--- src/rtl/cbm_pkg.sv ---
`timescale 1ns / 1ps

package cbm_pkg;

    localparam int CFG_INDEX_W = 1;
    localparam int CFG_DATA_W  = 8;

    localparam logic [CFG_INDEX_W-1:0] CFG_MAPPER_CODE = 1'd0;
    localparam logic [CFG_INDEX_W-1:0] CFG_RAM_PRESENT = 1'd1;

    typedef enum logic [2:0] {
        TGT_NONE = 3'd0,
        TGT_BOOT = 3'd1,
        TGT_ROM  = 3'd2,
        TGT_RAM  = 3'd3,
        TGT_CLK  = 3'd4
    } t_target;

    // Clock register indexes
    localparam logic [2:0] CLK_SEC  = 3'd0;
    localparam logic [2:0] CLK_MIN  = 3'd1;
    localparam logic [2:0] CLK_HOUR = 3'd2;

    localparam logic [3:0]  RAM_EN_KEY    = 4'hA;
    localparam logic [15:0] BOOT_OFF_ADDR = 16'hFF50;
    localparam logic [8:0]  ROM_BANK_RST  = 9'd1;

    typedef struct packed {
        logic        op;
        logic [15:0] bus_address;
        logic [7:0]  write_byte;
    } t_access;

    typedef struct packed {
        t_target     target;
        logic [22:0] phys_address;
        logic        ram_write_strobe;
        logic [7:0]  store_byte;
        logic        force_high_nibble;
        logic        latch_pulse;
    } t_result;

    function automatic logic is_mbc2(input logic [7:0] code);
        return (code == 8'h05) || (code == 8'h06);
    endfunction

    function automatic logic is_mbc3(input logic [7:0] code);
        return (code >= 8'h0F) && (code <= 8'h13);
    endfunction

    function automatic logic is_mbc5(input logic [7:0] code);
        return (code >= 8'h19) && (code <= 8'h1E);
    endfunction

endpackage

--- src/rtl/cbm_if.sv ---
`timescale 1ns / 1ps

interface cbm_access_if;
    logic        valid;
    logic        ready;
    logic        op;
    logic [15:0] bus_address;
    logic [7:0]  write_byte;

    modport source (output valid, output op, output bus_address, output write_byte,
                    input ready);
    modport sink   (input valid, input op, input bus_address, input write_byte,
                    output ready);
endinterface

interface cbm_result_if;
    logic        valid;
    logic        ready;
    logic [2:0]  target;
    logic [22:0] phys_address;
    logic        ram_write_strobe;
    logic [7:0]  store_byte;
    logic        force_high_nibble;
    logic        latch_pulse;

    modport source (output valid, output target, output phys_address,
                    output ram_write_strobe, output store_byte,
                    output force_high_nibble, output latch_pulse, input ready);
    modport sink   (input valid, input target, input phys_address,
                    input ram_write_strobe, input store_byte,
                    input force_high_nibble, input latch_pulse, output ready);
endinterface

--- src/rtl/cbm_in_reg.sv ---
`timescale 1ns / 1ps

module cbm_in_reg (
    input  logic             i_clk,
    input  logic             i_rst_n,
    cbm_access_if.sink       i_access,
    input  logic             i_take,
    output logic             o_valid,
    output cbm_pkg::t_access o_item
);

    logic             r_valid;
    cbm_pkg::t_access r_item;

    assign i_access.ready = !r_valid || i_take;
    assign o_valid        = r_valid;
    assign o_item         = r_item;

    always_ff @(posedge i_clk) begin
        if (!i_rst_n) begin
            r_valid <= 1'b0;
        end else if (i_access.valid && i_access.ready) begin
            r_valid <= 1'b1;
        end else if (i_take) begin
            r_valid <= 1'b0;
        end
    end

    always_ff @(posedge i_clk) begin
        if (i_access.valid && i_access.ready) begin
            r_item.op          <= i_access.op;
            r_item.bus_address <= i_access.bus_address;
            r_item.write_byte  <= i_access.write_byte;
        end
    end

endmodule

--- src/rtl/cbm_core.sv ---
`timescale 1ns / 1ps

module cbm_core (
    input  logic                                i_clk,
    input  logic                                i_rst_n,
    input  logic                                i_cfg_we,
    input  logic [cbm_pkg::CFG_INDEX_W-1:0]     i_cfg_index,
    input  logic [cbm_pkg::CFG_DATA_W-1:0]      i_cfg_data,
    input  logic                                i_fire,
    input  cbm_pkg::t_access                    i_item,
    output cbm_pkg::t_result                    o_res
);

    logic [7:0] r_mapper_code;
    logic       r_ram_present;
    logic [8:0] r_rom_bank;
    logic [3:0] r_ram_bank;
    logic       r_ram_enable;
    logic [7:0] r_last_latch_byte;
    logic       r_boot_overlay;

    logic [8:0] n_rom_bank;
    logic [3:0] n_ram_bank;
    logic       n_ram_enable;
    logic [7:0] n_last_latch_byte;
    logic       n_boot_overlay;

    logic [15:0] a;
    logic [7:0]  v;
    logic        wr;
    logic        mbc2;
    logic        mbc3;
    logic        mbc5;
    logic        clk_sel;
    logic [2:0]  clk_idx;
    logic [6:0]  low_bits;
    logic [8:0]  low_bank;

    assign a    = i_item.bus_address;
    assign v    = i_item.write_byte;
    assign wr   = i_item.op;
    assign mbc2 = cbm_pkg::is_mbc2(r_mapper_code);
    assign mbc3 = cbm_pkg::is_mbc3(r_mapper_code);
    assign mbc5 = cbm_pkg::is_mbc5(r_mapper_code);

    // banks 8..12 map to clock registers 0..4; dropping bit 3 subtracts 8
    assign clk_sel = (r_ram_bank >= 4'h8) && (r_ram_bank <= 4'hC);
    assign clk_idx = r_ram_bank[2:0];

    assign low_bits = mbc3 ? v[6:0] : {2'b00, v[4:0]};
    assign low_bank = (low_bits == 7'd0) ? cbm_pkg::ROM_BANK_RST : {2'b00, low_bits};

    always_comb begin
        n_rom_bank        = r_rom_bank;
        n_ram_bank        = r_ram_bank;
        n_ram_enable      = r_ram_enable;
        n_last_latch_byte = r_last_latch_byte;
        n_boot_overlay    = r_boot_overlay;
        o_res             = '0;

        if (a[15:13] == 3'b101) begin
            if (r_ram_enable && r_ram_present) begin
                if (mbc2) begin
                    o_res.target       = cbm_pkg::TGT_RAM;
                    o_res.phys_address = {14'd0, a[8:0]};
                    o_res.store_byte   = {4'h0, v[3:0]};
                    o_res.force_high_nibble = !wr;
                end else if (mbc3 && clk_sel) begin
                    o_res.target       = cbm_pkg::TGT_CLK;
                    o_res.phys_address = {20'd0, clk_idx};
                    case (clk_idx)
                        cbm_pkg::CLK_SEC:  o_res.store_byte = {2'b00, v[5:0]};
                        cbm_pkg::CLK_MIN:  o_res.store_byte = {2'b00, v[5:0]};
                        cbm_pkg::CLK_HOUR: o_res.store_byte = {3'b000, v[4:0]};
                        default:           o_res.store_byte = v;
                    endcase
                end else begin
                    o_res.target       = cbm_pkg::TGT_RAM;
                    o_res.phys_address = {6'd0, r_ram_bank, a[12:0]};
                    o_res.store_byte   = v;
                end
                o_res.ram_write_strobe = wr;
                if (!wr) begin
                    o_res.store_byte = 8'h00;
                end
            end
        end else if (!wr) begin
            if ((a[15:8] == 8'h00) && r_boot_overlay) begin
                o_res.target       = cbm_pkg::TGT_BOOT;
                o_res.phys_address = {7'd0, a};
            end else if (a[15:14] == 2'b00) begin
                o_res.target       = cbm_pkg::TGT_ROM;
                o_res.phys_address = {7'd0, a};
            end else if (a[15:14] == 2'b01) begin
                o_res.target       = cbm_pkg::TGT_ROM;
                o_res.phys_address = {r_rom_bank, a[13:0]};
            end
        end else if (a[15:13] == 3'b000) begin
            n_ram_enable = (v[3:0] == cbm_pkg::RAM_EN_KEY);
        end else if (a[15:12] == 4'h2) begin
            n_rom_bank = mbc5 ? {r_rom_bank[8], v} : low_bank;
        end else if (a[15:12] == 4'h3) begin
            n_rom_bank = mbc5 ? {v[0], r_rom_bank[7:0]} : low_bank;
        end else if (a[15:13] == 3'b010) begin
            if (mbc5) begin
                n_ram_bank = v[3:0];
            end else if (mbc3 && ((v <= 8'h03) || ((v >= 8'h08) && (v <= 8'h0C)))) begin
                n_ram_bank = v[3:0];
            end
        end else if (a[15:13] == 3'b011) begin
            if (mbc3) begin
                o_res.latch_pulse = (r_last_latch_byte == 8'h00) && (v == 8'h01);
                n_last_latch_byte = v;
            end
        end else if (a == cbm_pkg::BOOT_OFF_ADDR) begin
            if (v[0]) begin
                n_boot_overlay = 1'b0;
            end
        end
    end

    always_ff @(posedge i_clk) begin
        if (!i_rst_n) begin
            r_mapper_code     <= 8'h00;
            r_ram_present     <= 1'b0;
            r_rom_bank        <= cbm_pkg::ROM_BANK_RST;
            r_ram_bank        <= 4'h0;
            r_ram_enable      <= 1'b0;
            r_last_latch_byte <= 8'h00;
            r_boot_overlay    <= 1'b1;
        end else begin
            if (i_cfg_we) begin
                case (i_cfg_index)
                    cbm_pkg::CFG_MAPPER_CODE: r_mapper_code <= i_cfg_data;
                    cbm_pkg::CFG_RAM_PRESENT: r_ram_present <= i_cfg_data[0];
                    default: ;
                endcase
            end
            // advance bank state only with the beat that moves on
            if (i_fire) begin
                r_rom_bank        <= n_rom_bank;
                r_ram_bank        <= n_ram_bank;
                r_ram_enable      <= n_ram_enable;
                r_last_latch_byte <= n_last_latch_byte;
                r_boot_overlay    <= n_boot_overlay;
            end
        end
    end

endmodule

--- src/rtl/cbm_out_reg.sv ---
`timescale 1ns / 1ps

module cbm_out_reg (
    input  logic             i_clk,
    input  logic             i_rst_n,
    input  logic             i_fire,
    input  cbm_pkg::t_result i_res,
    output logic             o_ready,
    cbm_result_if.source     o_result
);

    logic             r_valid;
    cbm_pkg::t_result r_res;

    assign o_ready = !r_valid || o_result.ready;

    assign o_result.valid             = r_valid;
    assign o_result.target            = r_res.target;
    assign o_result.phys_address      = r_res.phys_address;
    assign o_result.ram_write_strobe  = r_res.ram_write_strobe;
    assign o_result.store_byte        = r_res.store_byte;
    assign o_result.force_high_nibble = r_res.force_high_nibble;
    assign o_result.latch_pulse       = r_res.latch_pulse;

    always_ff @(posedge i_clk) begin
        if (!i_rst_n) begin
            r_valid <= 1'b0;
        end else if (i_fire) begin
            r_valid <= 1'b1;
        end else if (o_result.ready) begin
            r_valid <= 1'b0;
        end
    end

    always_ff @(posedge i_clk) begin
        if (i_fire) begin
            r_res <= i_res;
        end
    end

endmodule

--- src/rtl/cartridge_bank_mapper.sv ---
`timescale 1ns / 1ps

// Channel    | Dir | Beat
// -----------+-----+---------------------------------------------------
// i_access   | in  | op, bus_address, write_byte (one bus access)
// o_result   | out | target, phys_address, ram_write_strobe, store_byte,
//            |     | force_high_nibble, latch_pulse
//
// One access a cycle sustained while o_result does not stall. The input register
// takes each access; decode and bank update then fill the result register.
// Reset (synchronous, active low) restores ROM bank 1, RAM bank 0, RAM off,
// latch byte 0, boot overlay on, mapper code 0 and no RAM.
// A stall on o_result backs up through both registers; each stage still
// takes a beat in the cycle its holder moves on.

module cartridge_bank_mapper (
    input  logic                            i_clk,
    input  logic                            i_rst_n,
    input  logic                            i_cfg_we,
    input  logic [cbm_pkg::CFG_INDEX_W-1:0] i_cfg_index,
    input  logic [cbm_pkg::CFG_DATA_W-1:0]  i_cfg_data,
    cbm_access_if.sink                      i_access,
    cbm_result_if.source                    o_result
);

    logic             s1_valid;
    cbm_pkg::t_access s1_item;
    logic             out_ready;
    logic             fire;
    cbm_pkg::t_result res;

    assign fire = s1_valid && out_ready;

    cbm_in_reg u_in (
        .i_clk    (i_clk),
        .i_rst_n  (i_rst_n),
        .i_access (i_access),
        .i_take   (out_ready),
        .o_valid  (s1_valid),
        .o_item   (s1_item)
    );

    cbm_core u_core (
        .i_clk       (i_clk),
        .i_rst_n     (i_rst_n),
        .i_cfg_we    (i_cfg_we),
        .i_cfg_index (i_cfg_index),
        .i_cfg_data  (i_cfg_data),
        .i_fire      (fire),
        .i_item      (s1_item),
        .o_res       (res)
    );

    cbm_out_reg u_out (
        .i_clk    (i_clk),
        .i_rst_n  (i_rst_n),
        .i_fire   (fire),
        .i_res    (res),
        .o_ready  (out_ready),
        .o_result (o_result)
    );

endmodule

--- src/flat_wrapper.sv ---
// flat-port wrapper written by rule: the top's interface ports become plain ports
module cartridge_bank_mapper_flat 
  (i_clk, i_rst_n, i_cfg_we, i_cfg_index, i_cfg_data, i_access_valid, i_access_op, i_access_bus_address, i_access_write_byte, i_access_ready, o_result_valid, o_result_target, o_result_phys_address, o_result_ram_write_strobe, o_result_store_byte, o_result_force_high_nibble, o_result_latch_pulse, o_result_ready);
  cbm_access_if i_access_i ();
  cbm_result_if o_result_i ();
  input  logic i_clk;
  input  logic i_rst_n;
  input  logic i_cfg_we;
  input  logic [cbm_pkg::CFG_INDEX_W-1:0] i_cfg_index;
  input  logic [cbm_pkg::CFG_DATA_W-1:0] i_cfg_data;
  input wire logic [$bits(i_access_i.valid)-1:0] i_access_valid;
  input wire logic [$bits(i_access_i.op)-1:0] i_access_op;
  input wire logic [$bits(i_access_i.bus_address)-1:0] i_access_bus_address;
  input wire logic [$bits(i_access_i.write_byte)-1:0] i_access_write_byte;
  output wire logic [$bits(i_access_i.ready)-1:0] i_access_ready;
  output wire logic [$bits(o_result_i.valid)-1:0] o_result_valid;
  output wire logic [$bits(o_result_i.target)-1:0] o_result_target;
  output wire logic [$bits(o_result_i.phys_address)-1:0] o_result_phys_address;
  output wire logic [$bits(o_result_i.ram_write_strobe)-1:0] o_result_ram_write_strobe;
  output wire logic [$bits(o_result_i.store_byte)-1:0] o_result_store_byte;
  output wire logic [$bits(o_result_i.force_high_nibble)-1:0] o_result_force_high_nibble;
  output wire logic [$bits(o_result_i.latch_pulse)-1:0] o_result_latch_pulse;
  input wire logic [$bits(o_result_i.ready)-1:0] o_result_ready;
  assign i_access_i.valid = i_access_valid;
  assign i_access_i.op = i_access_op;
  assign i_access_i.bus_address = i_access_bus_address;
  assign i_access_i.write_byte = i_access_write_byte;
  assign i_access_ready = i_access_i.ready;
  assign o_result_valid = o_result_i.valid;
  assign o_result_target = o_result_i.target;
  assign o_result_phys_address = o_result_i.phys_address;
  assign o_result_ram_write_strobe = o_result_i.ram_write_strobe;
  assign o_result_store_byte = o_result_i.store_byte;
  assign o_result_force_high_nibble = o_result_i.force_high_nibble;
  assign o_result_latch_pulse = o_result_i.latch_pulse;
  assign o_result_i.ready = o_result_ready;
  cartridge_bank_mapper u_core (.i_clk(i_clk), .i_rst_n(i_rst_n), .i_cfg_we(i_cfg_we), .i_cfg_index(i_cfg_index), .i_cfg_data(i_cfg_data), .i_access(i_access_i), .o_result(o_result_i));
endmodule
--- config.mk ---
export PLATFORM = sky130hd
export DESIGN_NAME = cartridge_bank_mapper_flat
export DESIGN_NICKNAME = d
export VERILOG_FILES = /design/src/rtl/cbm_pkg.sv /design/src/rtl/cbm_if.sv /design/src/rtl/cbm_in_reg.sv /design/src/rtl/cbm_core.sv /design/src/rtl/cbm_out_reg.sv /design/src/rtl/cartridge_bank_mapper.sv /design/src/flat_wrapper.sv
export SDC_FILE = /design/constraint.sdc
export NUM_CORES = 1
export LEC_CHECK = 0
export BUFFER_PORTS_ARGS = -buffer_cell sky130_fd_sc_hd__buf_2
export CORE_MARGIN = 3
export CORE_UTILIZATION = 49
export DETAILED_ROUTE_END_ITERATION = 8
export HOLD_SLACK_MARGIN = 0.1
export PLACE_DENSITY = 0.86
export RECOVER_POWER = 50
export SLEW_MARGIN = 30
export SYNTH_ARGS = -nofsm -noshare
export SYNTH_HDL_FRONTEND = slang
export SYNTH_HIERARCHICAL = 1
export SYNTH_SLANG_ARGS = --single-unit
--- constraint.sdc ---
create_clock -name i_clk -period 2.95 [get_ports i_clk]
set_input_delay 0.59 -clock i_clk [delete_from_list [all_inputs] [get_ports i_clk]]
set_output_delay 0.59 -clock i_clk [all_outputs]
set_load 0.02 [all_outputs]
==> run_results.csv <==
group,metric,value,unit
run_status,status,"complete, but fails checks",
run_status,violations,"max-capacitance violations, max-slew violations",
logic_synthesis,async_reset_ff_frac,0,
cells_and_area,antenna_cells,0,
floorplan,start_util,0.515,
worst_hold_path,hold_path_depth,1,
timing,finalMaxSlewViolations,26,
timing,fin_crit_sh,0.825,
setup_path,rr_worst_depth,5,
cts,clk-insertion-delay-late,0.37,ns
setup_path,crit_type,"reg -> reg",
timing,grt_setup_unrepaired,"no",
cells_and_area,layout-drive-gt1-share,0.270,
logic_synthesis,synthCells,295,
global_routing,grt_pass1_wl,12300,µm
setup_path,ff2ff_setup_slack,0.52,ns
global_routing,grt_max_degree,40,
logic_synthesis,yosysMostFrequentCell,"edfxtp_1",
logic_synthesis,yosys_register_bits,96,
placement,io_buffers,77,
logic_synthesis,synth_area_leaders,"edfxtp_1 (49%), dfxtp_1 (18%), mux2i_1 (5.3%), nor2_1 (2.5%), and2_1 (2.3%)",
timing,finalHoldViolations,0,
setup_path,cp_slowest_cell,"edfxtp_1",
timing,finalSetupTns,0,ns
setup_path,crit_chain,"nor2b_1 -> and4_1 -> o21ai_1 -> o21ai_1 -> a22o_1",
cts,clk_pin_slew,0.10,ns
logic_synthesis,synth_flop_cell,"edfxtp_1",
cts,cts_buffers,9,
logic_synthesis,synth_fp_nets,334,
setup_path,startpoint_type,"flip-flop",
cts,cts_tree,"built",
logic_synthesis,ys_seq_area_frac,0.667,
placement,gp_congestion,0.901,
cells_and_area,nFillCells,579,
timing,fin_crit,2.43,ns
floorplan,die_y,94.2,µm
setup_path,critPathMaxStageDelay,0.62,ns
floorplan,rows,31,
logic_synthesis,syn_avg_cell_area,12.9,µm²
placement,place_ws,0.613,ns
detailed_routing,num_vias,2657,
detailed_routing,drt-vias-per-instance,5.57,
timing,setup_ws,0.517,ns
global_routing,grt_pass1_vias,2525,
floorplan,core_area,0.00741,mm²
pwr,power_density,576,mW/mm²
logic_synthesis,synth_cell_type_count,49,
placement,dp_hpwl,5530,µm
pwr,p_leak,1.78,nW
worst_hold_path,hold_class,"in -> reg",
setup_path,crit_cells,5,
timing,fmaxAchievable,0.411,GHz
detailed_routing,ant_nets,0,
detailed_routing,drtPass1Iterations,5,
detailed_routing,drt-initial-drc-count,215,
cells_and_area,stdcell_count,477,
logic_synthesis,synth_common_cells,"edfxtp_1 (62), dfxtp_1 (34), nor2_1 (25)",
detailed_routing,wl,7660,µm
logic_synthesis,synth_top_cell_by_area,"edfxtp_1",
setup_path,path_buf_inv,0,
placement,place_inst,461,
flow_run,max_cap_violations,1,
setup_path,r2r-end,"u_core/u_out/o_result.phys_address[0]$_DFFE_PP_",
floorplan,die_w,94.2,µm
logic_synthesis,netlist_area,0.00381,mm²
setup_path,r2r_start,"u_core/u_in/o_item[22]$_DFFE_PP_",
cts,post_cts.repair.setup_buffers,0,
timing,setup_violations,0,
floorplan,ioPinCount,78,
global_routing,grt-ovfl-total,0,
timing,slew_headroom,-0.0341,
detailed_routing,wl_per_cell,16.1,µm
logic_synthesis,synth_edf_count,62,
setup_path,cp.required,3.18,ns
global_routing,antenna_found_initial,0,
worst_hold_path,min-delay-start,"i_access_bus_address[12]",
setup_path,crit_top_cell,"o21ai_1",
global_routing,grt_use_total,0.186,
setup_path,cp_max_fo,14,
timing,tightest_slew,1.55,ns
cts,clockRootBuffer,"clkbuf_8",
logic_synthesis,yosys.area.top_type_share,0.488,
setup_path,crit_path_end_kind,"flip-flop",
cts,h-tree-depth,3,
cts,clock_path_buffers,2,
cts,cts.hold.buffers_added,0,
cts,ctsResizeCount,0,
pwr,peakVddDrop,0.000339,V
detailed_routing,drc,0,
timing,hold_ws,0.384,ns
setup_path,critPathTopFamily,"simple AND/OR/NAND/NOR gates",
cells_and_area,area_growth,17.2,%
timing,finalClockSkew,0.0140,ns
cts,cts_num_sinks,96,
cells_and_area,nNetsFinal,412,
setup_path,arrival,2.66,ns
logic_synthesis,yosys_warnings,6,
floorplan,design.die.area,0.00887,mm²
worst_hold_path,min_to,"u_core/u_in/o_item[20]$_DFFE_PP_",
[worst max path at each step]
stage / startpoint / end / slack [ns]
2_1_floorplan: o_result_ready / u_core/u_core/r_rom_bank[6]$_SDFFE_PN0P_ / 0.38
6_report: u_core/u_in/o_item[22]$_DFFE_PP_ / u_core/u_out/o_result.phys_address[0]$_DFFE_PP_ / 0.52
4_1_cts: u_core/u_in/o_item[22]$_DFFE_PP_ / u_core/u_out/o_result.phys_address[0]$_DFFE_PP_ / 0.60
3_5_place_dp: u_core/u_core/r_mapper_code[5]$_SDFFE_PN0P_ / u_core/u_core/r_rom_bank[2]$_SDFFE_PN0P_ / 0.61
5_1_grt: u_core/u_in/o_item[22]$_DFFE_PP_ / u_core/u_out/o_result.phys_address[0]$_DFFE_PP_ / 0.36
3_3_place_gp: u_core/u_core/r_mapper_code[5]$_SDFFE_PN0P_ / u_core/u_core/r_rom_bank[3]$_SDFFE_PN0P_ / 0.68
[worst reg2reg max path, delay by kind of cell, from the launching register on]
kind	cells	cell delay, ns
AOI/OAI and AO/OA	3	0.77
and+or+nand+nor	2	0.91
DFF	1	0.62
[logic make-up (layout without fill, tap and decap cells)]
kind of cell	Yosys count	count (layout)	synth area share
simple gates	118	118	0.183
flops	96	96	0.667
compound gates	42	42	0.0758
mux	20	20	0.0525
buf+inv	18	101	0.0190
xor+xnor	1	1	0.00230
[layout by cell type, fill, tap and decap left out, types with 5 or more instances in the layout]
| cell type | n |
|---|---|
| buf_2 | 69 |
| edfxtp_1 | 62 |
| dfxtp_1 | 34 |
| nor2_1 | 25 |
| mux2i_1 | 20 |
| nand2_1 | 17 |
| and2_1 | 13 |
| a21oi_1 | 12 |
| o21ai_0 | 10 |
| and3_1 | 10 |
| clkbuf_8 | 9 |
| clkbuf_1 | 8 |
| nand3_1 | 8 |
| nor4_1 | 7 |
| nand4_1 | 6 |
| inv_1 | 6 |
| nor3_1 | 5 |
[metal layers]
layer,up-vias,wire [µm],track usage
li1,1260,-,-
met2,123,3620,0.291
met5,-,0,0
met3,25,574,0.0425
met4,0,294,0.106
met1,1249,3170,0.236
[state kept, by name, summed over array words and instances (netlist names)]
signal,flops
u_core/u_core/r_ram_enable,1
u_core/u_in/o_valid,1
u_core/u_core/r_ram_bank,4
u_core/u_core/r_last_latch_byte,8
u_core/u_core/r_mapper_code,8
u_core/u_out/o_result.valid,1
u_core/u_out/o_result.target,3
u_core/u_core/r_boot_overlay,1
u_core/u_in/o_item,25
u_core/u_out/o_result.store_byte,8
u_core/u_core/r_rom_bank,9
u_core/u_out/o_result.force_high_nibble,1
u_core/u_out/o_result.latch_pulse,1
u_core/u_out/o_result.ram_write_strobe,1
u_core/u_core/r_ram_present,1
u_core/u_out/o_result.phys_address,23
[final cells by class]
type	instances	area, µm²	area share
flip-flops and latches	96	2540	0.569
well taps	99	124	0.0277
inverters	6	22.5	0.00504
clock inverters	7	83.8	0.0188
clock buffers	9	124	0.0277
repair buffers	79	388	0.0868
multi-input cells	181	1180	0.265
[metrics by stage]
stage / total power, mW / util / cell area [µm²]
floorplan: 1.64 / - / 3810
global placement: 1.71 / 0.579 / 4290
detailed placement: 1.72 / 0.579 / 4290
CTS: 2.59 / 0.607 / 4500
global route: 2.67 / 0.603 / 4470
finish: 2.57 / 0.603 / 4470
[report_power, final]
group	internal [mW]	switching, mW
Sequential	1.48	0.0416
Combinational	0.0632	0.0984
Clock	0.409	0.477
Note: power is estimated with default switching activity, not from simulation.
